## src/hw/rtl/ppd_pkg.sv

```systemverilog
`timescale 1ns / 1ps

package ppd_pkg;

   // Header classes taken from the top three bits of a header byte.
   localparam logic [2:0] CLS_REL = 3'b100;
   localparam logic [2:0] CLS_ABS = 3'b110;
   localparam logic [2:0] CLS_POR = 3'b101;

   localparam logic [2:0] LEN_REL = 3'd3;
   localparam logic [2:0] LEN_ABS = 3'd5;
   localparam logic [2:0] LEN_POR = 3'd4;

   localparam logic [1:0] KIND_REL = 2'd0;
   localparam logic [1:0] KIND_ABS = 2'd1;
   localparam logic [1:0] KIND_POR = 2'd2;

   localparam int unsigned HEAD_BYTES = 5;
   localparam logic [2:0] MAX_RESULTS = 3'd6;
   localparam logic [6:0] ERR_LIMIT = 7'd31;
   localparam logic signed [12:0] Y_FLIP = 13'sd1023;

   typedef logic [HEAD_BYTES-1:0][7:0] ppd_head_type;

   typedef struct packed {
      logic shift;
      logic load;
   } ppd_cell_ctl_type;

   typedef struct packed {
      logic [1:0]          packet_kind;
      logic [3:0]          buttons;
      logic signed [12:0]  value_x;
      logic signed [12:0]  value_y;
      logic [3:0]          revision;
      logic [2:0]          country_code;
      logic [3:0]          device_kind;
      logic [6:0]          selftest_error;
      logic                buttons_valid;
   } ppd_result_type;

endpackage

```

## src/hw/rtl/ppd_cell.sv

```systemverilog
`timescale 1ns / 1ps

module ppd_cell
   import ppd_pkg::*;
(
   input  logic             clock,
   input  ppd_cell_ctl_type ctl,
   input  logic [7:0]       load_byte,
   input  logic [7:0]       next_byte,
   output logic [7:0]       cell_byte
);

   logic [7:0] byte_ff;
   logic [7:0] byte_in;

   // A fresh byte wins over the shift, so the tail cell of a full chain takes it.
   always_comb begin
      priority if (ctl.load) begin
         byte_in = load_byte;
      end else if (ctl.shift) begin
         byte_in = next_byte;
      end else begin
         byte_in = byte_ff;
      end
   end

   always_ff @(posedge clock) begin
      byte_ff <= byte_in;
   end

   assign cell_byte = byte_ff;

endmodule

```

## src/hw/rtl/ppd_decoder.sv

```systemverilog
`timescale 1ns / 1ps

module ppd_decoder
   import ppd_pkg::*;
(
   input  ppd_head_type   head,
   output ppd_result_type result,
   output logic [2:0]     pkt_len,
   output logic           known
);

   logic signed [12:0] mag_x;
   logic signed [12:0] mag_y;
   logic [11:0]        raw_y;
   logic [6:0]         err;
   logic               err_ok;

   assign mag_x  = signed'({6'd0, head[1][6:0]});
   assign mag_y  = signed'({6'd0, head[2][6:0]});
   assign raw_y  = {head[4][5:0], head[3][5:0]};
   assign err    = head[2][6:0];
   assign err_ok = (err <= ERR_LIMIT);

   always_comb begin
      result  = '0;
      pkt_len = '0;
      known   = 1'b0;
      unique case (head[0][7:5])
         CLS_REL: begin
            known                = 1'b1;
            pkt_len              = LEN_REL;
            result.packet_kind   = KIND_REL;
            result.buttons       = {1'b0, head[0][0], head[0][1], head[0][2]};
            // Header bit 4 set means positive dx, bit 3 set means negative dy.
            result.value_x       = head[0][4] ? mag_x : -mag_x;
            result.value_y       = head[0][3] ? -mag_y : mag_y;
            result.buttons_valid = 1'b1;
         end
         CLS_ABS: begin
            known                = 1'b1;
            pkt_len              = LEN_ABS;
            result.packet_kind   = KIND_ABS;
            result.buttons       = {head[0][4], head[0][3], head[0][2], head[0][1]};
            result.value_x       = signed'({1'b0, head[2][5:0], head[1][5:0]});
            result.value_y       = Y_FLIP - signed'({1'b0, raw_y});
            result.buttons_valid = 1'b1;
         end
         CLS_POR: begin
            known                 = 1'b1;
            pkt_len               = LEN_POR;
            result.packet_kind    = KIND_POR;
            result.buttons        = err_ok ? {1'b0, head[0][0], head[0][1], head[0][2]}
                                           : 4'd0;
            result.revision       = head[0][3:0];
            result.country_code   = head[1][6:4];
            result.device_kind    = head[1][3:0];
            result.selftest_error = err;
            result.buttons_valid  = err_ok;
         end
         default: begin
            known = 1'b0;
         end
      endcase
   end

endmodule

```

## src/hw/rtl/pointer_packet_deframer.sv

```systemverilog
`timescale 1ns / 1ps

// Deframes packets from a serial pointing device. Each received byte is queued in a
// chain of STORE_BYTES byte cells (the oldest byte falls out when the chain is full),
// then the chain is parsed from its head: loose data bytes and broken packets are
// shifted out, and every complete relative, tablet or power-on packet is decoded into
// one result transfer, at most six per byte, the final one marked by rsp_tlast. The
// chain moves at most one position per cycle: the byte is enqueued, each discarded
// byte is shifted out, each decoded packet is taken in a decode step and then
// shifted out byte by byte, and at the end the parse closes and hands over the last
// result. A new byte is taken only once the previous one is fully parsed; the last
// result may still wait in the output register meanwhile.
module pointer_packet_deframer
   import ppd_pkg::*;
#(
   parameter int unsigned STORE_BYTES = 16
)
(
   input  logic        clock,
   input  logic        reset,
   input  logic        req_tvalid,
   output logic        req_tready,
   input  logic [7:0]  req_tdata,   // [7:0] rx_byte
   output logic        rsp_tvalid,
   input  logic        rsp_tready,
   output logic [55:0] rsp_tdata,   // [3:0] buttons, [16:4] value_x, [29:17] value_y,
                                    // [33:30] revision, [36:34] country_code,
                                    // [40:37] device_kind, [47:41] selftest_error,
                                    // [48] buttons_valid, [55:49] zero
   output logic [1:0]  rsp_tuser,   // [1:0] packet_kind
   output logic        rsp_tlast    // last_of_run
);

   localparam int unsigned FW = $clog2(STORE_BYTES + 1);

   typedef enum logic [3:0] {
      ST_IDLE  = 4'b0001,
      ST_PARSE = 4'b0010,
      ST_DROP  = 4'b0100,
      ST_FLUSH = 4'b1000
   } state_type;

   state_type      state_ff, state_in;
   logic [FW-1:0]  fill_ff, fill_in;
   logic [2:0]     count_ff, count_in;
   logic [2:0]     drop_ff, drop_in;
   logic           pend_valid_ff, pend_valid_in;
   ppd_result_type pend_ff;
   logic           rsp_valid_ff, rsp_valid_in;
   ppd_result_type rsp_data_ff;
   logic           rsp_last_ff;

   logic [7:0]     cell_byte [STORE_BYTES];
   ppd_head_type   head;
   ppd_result_type decoded;
   logic [2:0]     pkt_len;
   logic           known;

   logic           accept, full, shift_all, slot_free;
   logic           take_pkt, out_load, out_last, stray;

   assign accept    = req_tvalid && req_tready;
   assign full      = (fill_ff == FW'(STORE_BYTES));
   assign slot_free = !rsp_valid_ff || rsp_tready;

   // Byte cells: cell 0 holds the oldest byte; a shift moves everything one place on.
   for (genvar i = 0; i < STORE_BYTES; i++) begin : g_cell
      ppd_cell_ctl_type ctl;
      logic [7:0]       next_byte;
      if (i == STORE_BYTES - 1) begin : g_tail
         assign next_byte = 8'h00;
         assign ctl.load  = accept;
      end else begin : g_body
         assign next_byte = cell_byte[i+1];
         assign ctl.load  = accept && !full && (fill_ff == FW'(i));
      end
      assign ctl.shift = shift_all;
      ppd_cell u_cell (
         .clock     (clock),
         .ctl       (ctl),
         .load_byte (req_tdata),
         .next_byte (next_byte),
         .cell_byte (cell_byte[i])
      );
   end

   for (genvar h = 0; h < HEAD_BYTES; h++) begin : g_head
      assign head[h] = cell_byte[h];
   end

   ppd_decoder u_decoder (
      .head    (head),
      .result  (decoded),
      .pkt_len (pkt_len),
      .known   (known)
   );

   // A header inside the packet: dropping the leading header alone is enough, the
   // data bytes behind it then go one by one as loose bytes.
   always_comb begin
      stray = head[1][7] || head[2][7];
      if (pkt_len >= LEN_POR) begin
         stray = stray || head[3][7];
      end
      if (pkt_len == LEN_ABS) begin
         stray = stray || head[4][7];
      end
   end

   always_comb begin
      state_in      = state_ff;
      fill_in       = fill_ff;
      count_in      = count_ff;
      drop_in       = drop_ff;
      pend_valid_in = pend_valid_ff;
      shift_all     = 1'b0;
      take_pkt      = 1'b0;
      out_load      = 1'b0;
      out_last      = 1'b0;
      unique case (state_ff)
         ST_IDLE: begin
            if (accept) begin
               count_in = '0;
               state_in = ST_PARSE;
               if (full) begin
                  shift_all = 1'b1;
               end else begin
                  fill_in = fill_ff + FW'(1);
               end
            end
         end
         ST_PARSE: begin
            priority if (count_ff == MAX_RESULTS || fill_ff == '0) begin
               state_in = ST_FLUSH;
            end else if (!head[0][7]) begin
               shift_all = 1'b1;
               fill_in   = fill_ff - FW'(1);
            end else if (!known || fill_ff < FW'(pkt_len)) begin
               state_in = ST_FLUSH;
            end else if (stray) begin
               shift_all = 1'b1;
               fill_in   = fill_ff - FW'(1);
            end else if (!pend_valid_ff || slot_free) begin
               take_pkt      = 1'b1;
               out_load      = pend_valid_ff;
               pend_valid_in = 1'b1;
               count_in      = count_ff + 3'd1;
               drop_in       = pkt_len;
               state_in      = ST_DROP;
            end
         end
         ST_DROP: begin
            shift_all = 1'b1;
            fill_in   = fill_ff - FW'(1);
            drop_in   = drop_ff - 3'd1;
            if (drop_ff == 3'd1) begin
               state_in = ST_PARSE;
            end
         end
         ST_FLUSH: begin
            if (!pend_valid_ff) begin
               state_in = ST_IDLE;
            end else if (slot_free) begin
               out_load      = 1'b1;
               out_last      = 1'b1;
               pend_valid_in = 1'b0;
               state_in      = ST_IDLE;
            end
         end
         default: begin
            state_in = ST_IDLE;
         end
      endcase
   end

   always_comb begin
      rsp_valid_in = rsp_valid_ff && !rsp_tready;
      if (out_load) begin
         rsp_valid_in = 1'b1;
      end
   end

   always_ff @(posedge clock) begin
      if (reset) begin
         state_ff      <= ST_IDLE;
         fill_ff       <= '0;
         count_ff      <= '0;
         drop_ff       <= '0;
         pend_valid_ff <= 1'b0;
         rsp_valid_ff  <= 1'b0;
      end else begin
         state_ff      <= state_in;
         fill_ff       <= fill_in;
         count_ff      <= count_in;
         drop_ff       <= drop_in;
         pend_valid_ff <= pend_valid_in;
         rsp_valid_ff  <= rsp_valid_in;
      end
   end

   always_ff @(posedge clock) begin
      if (take_pkt) begin
         pend_ff <= decoded;
      end
      if (out_load) begin
         rsp_data_ff <= pend_ff;
         rsp_last_ff <= out_last;
      end
   end

   assign req_tready = (state_ff == ST_IDLE);
   assign rsp_tvalid = rsp_valid_ff;
   assign rsp_tuser  = rsp_data_ff.packet_kind;
   assign rsp_tlast  = rsp_last_ff;
   assign rsp_tdata  = {7'd0,
                        rsp_data_ff.buttons_valid,
                        rsp_data_ff.selftest_error,
                        rsp_data_ff.device_kind,
                        rsp_data_ff.country_code,
                        rsp_data_ff.revision,
                        rsp_data_ff.value_y,
                        rsp_data_ff.value_x,
                        rsp_data_ff.buttons};

`ifndef ASSERT_OFF
   a_idle_no_pending: assert property (@(posedge clock) disable iff (reset)
      req_tready |-> !pend_valid_ff)
      else $error("byte accepted while a decoded packet is still pending");

   a_fill_bound: assert property (@(posedge clock) disable iff (reset)
      fill_ff <= FW'(STORE_BYTES))
      else $error("fill level beyond chain length");

   a_run_bound: assert property (@(posedge clock) disable iff (reset)
      count_ff <= MAX_RESULTS)
      else $error("too many packets decoded for one byte");

   a_drop_nonempty: assert property (@(posedge clock) disable iff (reset)
      (state_ff == ST_DROP) |-> (fill_ff != '0) && (drop_ff != 3'd0))
      else $error("packet removal on an empty chain");
`endif

endmodule

```

## config.mk

```make
export PLATFORM = sky130hd
export DESIGN_NAME = pointer_packet_deframer
export DESIGN_NICKNAME = d
export VERILOG_FILES = /design/src/hw/rtl/ppd_pkg.sv /design/src/hw/rtl/ppd_cell.sv /design/src/hw/rtl/ppd_decoder.sv /design/src/hw/rtl/pointer_packet_deframer.sv
export SDC_FILE = /design/constraint.sdc
export NUM_CORES = 1
export LEC_CHECK = 0
export BUFFER_PORTS_ARGS = -buffer_cell sky130_fd_sc_hd__buf_2
export CAP_MARGIN = 20
export CORE_ASPECT_RATIO = 2
export CORE_MARGIN = 2
export CORE_UTILIZATION = 50
export CTS_BUF_LIST = sky130_fd_sc_hd__clkbuf_8
export DETAILED_ROUTE_END_ITERATION = 16
export GPL_TIMING_DRIVEN = 0
export PLACE_DENSITY = 0.73
export SLEW_MARGIN = 15
export SYNTH_ARGS = -nofsm -noshare
export SYNTH_HDL_FRONTEND = slang
export SYNTH_SLANG_ARGS = --single-unit
```

## constraint.sdc

```tcl
create_clock -name clock -period 5.9 [get_ports clock]
set_clock_uncertainty 0.1 [all_clocks]
set_input_delay 0.59 -clock clock [delete_from_list [all_inputs] [get_ports clock]]
set_output_delay 0.59 -clock clock [all_outputs]
set_load 0.05 [all_outputs]
```

==> flow_summary.yaml, run 1 <==
final_layout:
  mostFrequentLayoutCell: "edfxtp_1"
  finalNonFillerCells: 1108
  post-route-util_pct: 57.21
  syn_to_final_growth_pct: 12.81
  fin_nets: 837
  layout_common_cells: "231 x edfxtp_1, 117 x mux2_2, 69 x buf_2, 35 x nand2_1, 34 x clkbuf_8"
  drive_above_1_share_pct: 34.49
  antenna-diode-count: 0
detailed_routing:
  via_per_inst: 5.661
  routed_wl_um: 22380
  ant_nets: 0
  drtIter0Drc: 351
  drc: 0
  num_vias: 6272
  wl_per_cell_um: 20.20
  drtPass1Iterations: 5
critical_path:
  worstPathArrival_ns: 4.34
  start_kind: "flop"
  worst_ep_required_time_ns: 6.05
  reg2reg_slack_ns: 1.72
  path_cells: "or2b_1, clkbuf_1, nor2_1, inv_1, ha_1, a2111oi_1, a221oi_1, a21oi_1, o21a_1, buf_2, nand2_1"
  path_max_fanout: 10
  critPathKind: "reg2reg"
  r2r_cells: 11
  cp_slowest_cell: "edfxtp_1"
  critPathMaxStageDelay_ns: 0.54
  reg2reg_from: "g_cell[0].u_cell.cell_byte[7]"
  r2r-end: "g_cell[0].u_cell.cell_byte[4]"
  worstSetupEndpointType: "flop"
clock_tree:
  cts_resized: 0
  numCtsBuffers: 31
  cts_root_buffer: "clkbuf_8"
  cts_tree: "done"
  cts_max_path_buffers: 3
  cts.sinks: 248
  path_clk_slew_ns: 0.08
  cts_max_level: 1
  post_cts_buffers: 0
  holdBufCountCts: 0
  clkLatencyLatePin_ns: 0.61
pwr:
  p_int_mw: 3.124
  switching_share_pct: 29.53
  ir_drop_mv: 0.1574
  netSwitchingPower_mw: 1.309
  pwr_density_cell_nw_per_um2: 360.6
  p_clk_share_pct: 29.5
  seqPwrFrac_pct: 49.6
  leakagePower_nw: 4.386
  pwr-share-comb_pct: 20.9
placed_design:
  place_inst: 1050
  portBuffers: 65
  routabilityCongestion: 0.9001
  place_hpwl_um: 16610
timing:
  slew_viol_final: 0
  tightest_slew_ns: 0.8671
  min_period_over_period_pct: 70.89
  setup_viol: 0
  period_minus_slack_ns: 4.183
  rsz0062_at_grt: "false"
  finalHoldViolCount: 0
  relSlewSlack_pct: 41.46
  max_freq_mhz: 239.1
worst_hold_path:
  holdPathEnd: "fill_ff[3]"
  hp-class: "in2reg"
  min_from: "reset"
  holdPathStages: 3
global_routing:
  grt_use_total_pct: 19.75
  grt_first_pass_wirelength_um: 34400
  busiest_layer: "met2"
  antenna_found_initial: 0
  grt_remaining_overflow: 0
  grt_max_degree: 43
  use_met1_pct: 17.37
  use_met2_pct: 40.23
  grt.met3_usage_pct: 2.350
  grt_pass1_vias: 6518
logic_synthesis:
  postSynthCellCount: 704
  synth_edf_count: 231
  synth.cell_area_um2: 10900
  yosys_warnings: 0
  synthArstFlopShare_pct: 0
  synthFlopType: "edfxtp_1"
  ys_seq_elements: 248
  syn_area_per_cell_um2: 15.48
  seq_area_frac_synth_pct: 66.77
  yosysUniqueCellTypes: 78
run_status:
  status: "complete, no violations"
job:
  max_cap_violations: 0
die:
  die_area_um2: 23060
  die_x_um: 108.4
  die_y_um: 212.8
  core_region_area_um2: 21490
  rows: 76
  initial_core_util_pct: 50.71
  io_pins: 73
## layout make-up
type,count,area [um^2]
Multi-Input combinational cell,406,3364
Tap cell,273,341.6
Clock buffer,31,426.7
Timing Repair Buffer,67,365.4
Fill cell,1728,9196
Buffer,36,211.5
Sequential cell,248,7277
Clock inverter,27,232.7
Inverter,20,75.07
## kinds of logic after synthesis
family / count (synthesis) / synth area share [%]
DFF: 248 / 66.77
and+or+nand+nor: 162 / 9.082
muxes: 122 / 12.61
AOI/OAI and AO/OA: 88 / 6.188
buffers and inverters: 56 / 2.629
adders and majority gates: 15 / 1.722
xor gates and xnor gates: 12 / 0.9645
other: 1 / 0.03441
## cell usage after synthesis (9+ instances only)
cell type	instances	area, um^2
nand2_1	35	131.4
mux2_2	117	1318
xnor2_1	9	78.83
a211oi_1	11	82.58
o21ai_0	13	65.06
a21oi_1	9	45.04
clkbuf_1	18	67.56
inv_1	20	75.07
and3_1	9	56.30
ha_1	15	187.7
dfxtp_1	17	340.3
nor2_1	30	112.6
edfxtp_1	231	6937
and2_1	21	131.4
nand2_2	12	75.07
## through the flow
stage | setup WS (ns) | setup TNS [ns] | hold slack, ns | area (um^2) | total power [mW]
after floorplan | 0.8292 | 0 | 0.3003 | 10920 | 2.882
after global placement | -0.2573 | -13.02 | 0.3019 | 11590 | 3.102
after detailed placement | 1.845 | 0 | 0.3045 | 11630 | 3.150
after CTS | 1.812 | 0 | 0.2432 | 12290 | 4.452
after global routing | 1.576 | 0 | 0.2597 | 12290 | 4.605
final | 1.717 | 0 | 0.2596 | 12290 | 4.433
## power groups by stage
stage	clock, mW	combinational [mW]	sequential [mW]
floorplan	0	0.685	2.20
global placement	0	0.872	2.23
detailed placement	0	0.913	2.24
CTS	1.33	0.920	2.20
global route	1.40	0.998	2.21
finish	1.31	0.925	2.20
## registers in the layout, summed over array words and instances (netlist names)
signal and count:
g_cell.u_cell.cell_byte 128, pend_ff 51, rsp_tdata 49, fill_ff 5
state_ff 4, count_ff 3, drop_ff 3, rsp_tuser 2
pend_valid_ff 1, rsp_tlast 1, rsp_tvalid 1
## worst max-delay path, delay by kind of cell (launching register included)
family                   cells  cell delay [ns]
adder cells (fa/ha/maj)      1             0.22
AND/OR/NAND/NOR              3             0.97
AO/OA/AOI/OAI                4             1.30
flip-flops                   1             0.54
buffers and inverters        3             0.69
## layer usage
metal	wire (um)	up-vias	share of wire, %
met5	0	-	0
met4	1298	0	5.8
met3	886	72	4.0
met2	13130	224	59
met1	7062	3073	32
li1	-	2903	-
## worst max-delay path by stage
stage	start	end	slack, ns	cells after the start
after floorplan	g_cell[0].u_cell.cell_byte[5]	rsp_tdata[0]	0.83	10
after global placement	g_cell[0].u_cell.cell_byte[7]	rsp_tdata[24]	-0.26	9
after detailed placement	g_cell[0].u_cell.cell_byte[7]	g_cell[0].u_cell.cell_byte[0]	1.85	11
after CTS	g_cell[0].u_cell.cell_byte[7]	g_cell[0].u_cell.cell_byte[4]	1.81	11
after global routing	g_cell[0].u_cell.cell_byte[7]	g_cell[0].u_cell.cell_byte[4]	1.58	11
final	g_cell[0].u_cell.cell_byte[7]	g_cell[0].u_cell.cell_byte[4]	1.72	11
Power figures use the tool's default switching activity.
==> inputs of run 2 (changes only) <==
Settings changed: ABC_AREA set to 1, PLACE_DENSITY 0.73 to 0.76.
Clock period 5.9 ns to 3.6 ns, I/O delays scaled along.
==> flow_summary.yaml, run 2 <==
placed_design:
  routabilityCongestion: 0.9360
  portBuffers: 64
  place_area_um2: 11390
  place_hpwl_um: 16160
die:
  rows: 75
  io_pins: 73
  die_x_um: 107.3
  core_region_area_um2: 20930
  die_y_um: 210.5
  initial_core_util_pct: 50.96
  die_area_um2: 22580
pwr:
  ir_drop_mv: 0.3642
  leakagePower_nw: 4.900
  pwr_density_cell_nw_per_um2: 596.8
  finalPower_mw: 7.184
clock_tree:
  cts_max_level: 2
  clkLatencyLatePin_ns: 0.52
  cts_max_path_buffers: 3
  path_clk_slew_ns: 0.07
  cts.sinks: 248
  cts_tree: "done"
  numCtsBuffers: 34
  cts_root_buffer: "clkbuf_8"
detailed_routing:
  drtIter0Drc: 518
  drc: 0
  routed_wl_um: 22260
  drtPass1Iterations: 5
  wl_per_cell_um: 16.38
  num_vias: 7226
  ant_nets: 0
  via_per_inst: 5.317
worst_hold_path:
  holdPathStages: 6
  holdPathEnd: "rsp_tvalid"
  min_from: "rsp_tready"
  hp-class: "in2reg"
critical_path:
  r2r-end: "g_cell[0].u_cell.cell_byte[7]"
  cp_slowest_cell: "edfxtp_1"
  worstPathArrival_ns: 3.44
  critPathMaxStageDelay_ns: 0.39
  crit_top_cell: "nand2_1"
  critPathKind: "reg2reg"
  reg2reg_from: "g_cell[0].u_cell.cell_byte[5]"
  r2r_cells: 15
  cp_num_buf_inv: 4
  worst_ep_required_time_ns: 3.67
  path_cells: "inv_1, nand2_1, nor2_2, inv_1, ha_1, nand2_1, nor2_1, nand2_1, nand2_1, nand3_1, nor2_1, nor4_4, buf_4, buf_6, nand2_1"
  path_delay_family: "simple AND/OR/NAND/NOR gates"
  reg2reg_slack_ns: 0.23
  start_kind: "flop"
  worstSetupEndpointType: "flop"
  path_max_fanout: 10
timing:
  max_freq_mhz: 296.6
  finalHoldViolCount: 0
  period_minus_slack_ns: 3.372
  relSlewSlack_pct: 38.88
  tightest_slew_ns: 0.9053
  setup_viol: 0
  min_period_over_period_pct: 93.67
  slew_viol_final: 0
logic_synthesis:
  postSynthCellCount: 954
  syn_area_per_cell_um2: 11.18
  synth_top_area_share_pct: 65.05
  synth_fa_ha_area_share_pct: 1.760
  synthArstFlopShare_pct: 0
  synth.cell_area_um2: 10660
  synthFlopType: "edfxtp_1"
  synth_top_family_by_area: "simple AND/OR/NAND/NOR gates"
  synth-compound-area-share_pct: 8.765
  synth_edf_count: 231
  ys_seq_elements: 248
  synth_area_leaders: "edfxtp_1 65%, nand2_1 7.8%, o21ai_0 5.6%"
  synth_area_leader_cell: "edfxtp_1"
  synth.area.mux_share_pct: 0
  yosys.area_share.simple_pct: 15.53
  seq_area_frac_synth_pct: 68.24
  yosysUniqueCellTypes: 39
  synth_xor_area_share_pct: 0.5749
  ys_top_cells_by_count: "231 x edfxtp_1, 223 x nand2_1, 119 x o21ai_0"
  yosys_warnings: 0
  synth.most_common_cell: "edfxtp_1"
global_routing:
  antenna_found_initial: 0
  grt_pass1_vias: 7276
  grt_max_degree: 45
  grt_remaining_overflow: 0
  grt_first_pass_wirelength_um: 35290
  grt_use_total_pct: 20.17
final_layout:
  mostFrequentLayoutCell: "edfxtp_1"
  fill_cells: 1773
  fin_nets: 1090
  layout_common_cells: "231 x edfxtp_1, 221 x nand2_1, 119 x o21ai_0, 84 x inv_1, 74 x buf_2"
  largest_reg_flops: 128
  syn_to_final_growth_pct: 12.88
  drive_above_1_share_pct: 14.78
  final_cell_area_um2: 12040
run_status:
  status: "complete, no violations"
job:
  max_cap_violations: 0
[run 2: cell count changes in the layout (fill, tap and decap cells not counted), moves of 30 or more]
cell     change
nand2_1    +186
mux2_2     -117
o21ai_1     +30
o21ai_0    +106
nor2_1      +42
inv_1       +60
[run 2: routing by layer]
metal	vias up	track usage, %	share of wire [%]
li1	3523	-	-
met1	3362	18.73	33
met2	271	39.55	57
met3	70	3.030	4.9
met4	0	12.18	5.1
met5	-	0	0
[run 2: cell families after synthesis]
| logic type | after synthesis |
|---|---|
| and+or+nand+nor | 379 |
| DFF | 248 |
| AOI/OAI and AO/OA | 182 |
| buffers and inverters | 122 |
| adders and majority gates | 15 |
| xor gates and xnor gates | 7 |
| other | 1 |
[run 2: timing repair]
action	in CTS	in global routing
buffers inserted	0	1
hold buffers	0	0
gates resized for setup	0	2
endpoints found under the setup margin	0	98
[run 2: worst reg2reg max path: stages (launching register included)]
cell	delay, ns
edfxtp_1	0.39
inv_1	0.12
nand2_1	0.25
nor2_2	0.23
inv_1	0.17
ha_1	0.31
nand2_1	0.04
nor2_1	0.12
nand2_1	0.06
nand2_1	0.17
nand3_1	0.12
nor2_1	0.25
nor4_4	0.05
buf_4	0.19
buf_6	0.16
nand2_1	0.30
[run 2: worst max-delay path by stage]
stage,startpoint,to,cells past startpoint
after floorplan,g_cell[0].u_cell.cell_byte[5],rsp_tdata[0],13
after global placement,g_cell[0].u_cell.cell_byte[5],rsp_tdata[13],13
after detailed placement,g_cell[0].u_cell.cell_byte[5],g_cell[0].u_cell.cell_byte[5],14
after CTS,g_cell[0].u_cell.cell_byte[5],g_cell[5].u_cell.cell_byte[1],14
after global routing,g_cell[0].u_cell.cell_byte[5],g_cell[0].u_cell.cell_byte[5],15
final,g_cell[0].u_cell.cell_byte[5],g_cell[0].u_cell.cell_byte[7],15
[run 2: area by class of cell]
cell class | count | area [um^2] | share of cell area [%]
inverter | 80 | 301.5 | 2.505
clock buffer | 37 | 509.2 | 4.230
multi-input combinational | 590 | 2874 | 23.87
tap | 269 | 336.6 | 2.796
antenna | 1 | 2.502 | 0.02079
sequential | 248 | 7277 | 60.45
timing repair buffer | 67 | 367.9 | 3.056
buffer | 42 | 241.5 | 2.006
clock inverter | 25 | 127.6 | 1.060
[run 2: report_power, final]
part / switching (mW) / total [mW] / internal (mW)
Clock: 0.984 / 2.01 / 1.02
Sequential: 0.132 / 3.64 / 3.50
Combinational: 1.11 / 1.54 / 0.434
Total: 2.22 / 7.18 / 4.96
[run 2: through the flow]
step	setup TNS, ns	std cells	setup WS, ns	utilization [%]	hold WS (ns)
3_3_place_gp	-44.08	1293	-0.4631	54.21	0.3012
6_report	0	1359	0.2279	57.52	0.1211
4_1_cts	0	1357	0.1909	57.45	0.1036
3_5_place_dp	0	1295	0.2183	54.41	0.3045
5_1_grt	-0.01122	1358	-0.002665	57.51	0.1516
2_1_floorplan	0	960	0.2288	-	0.3003
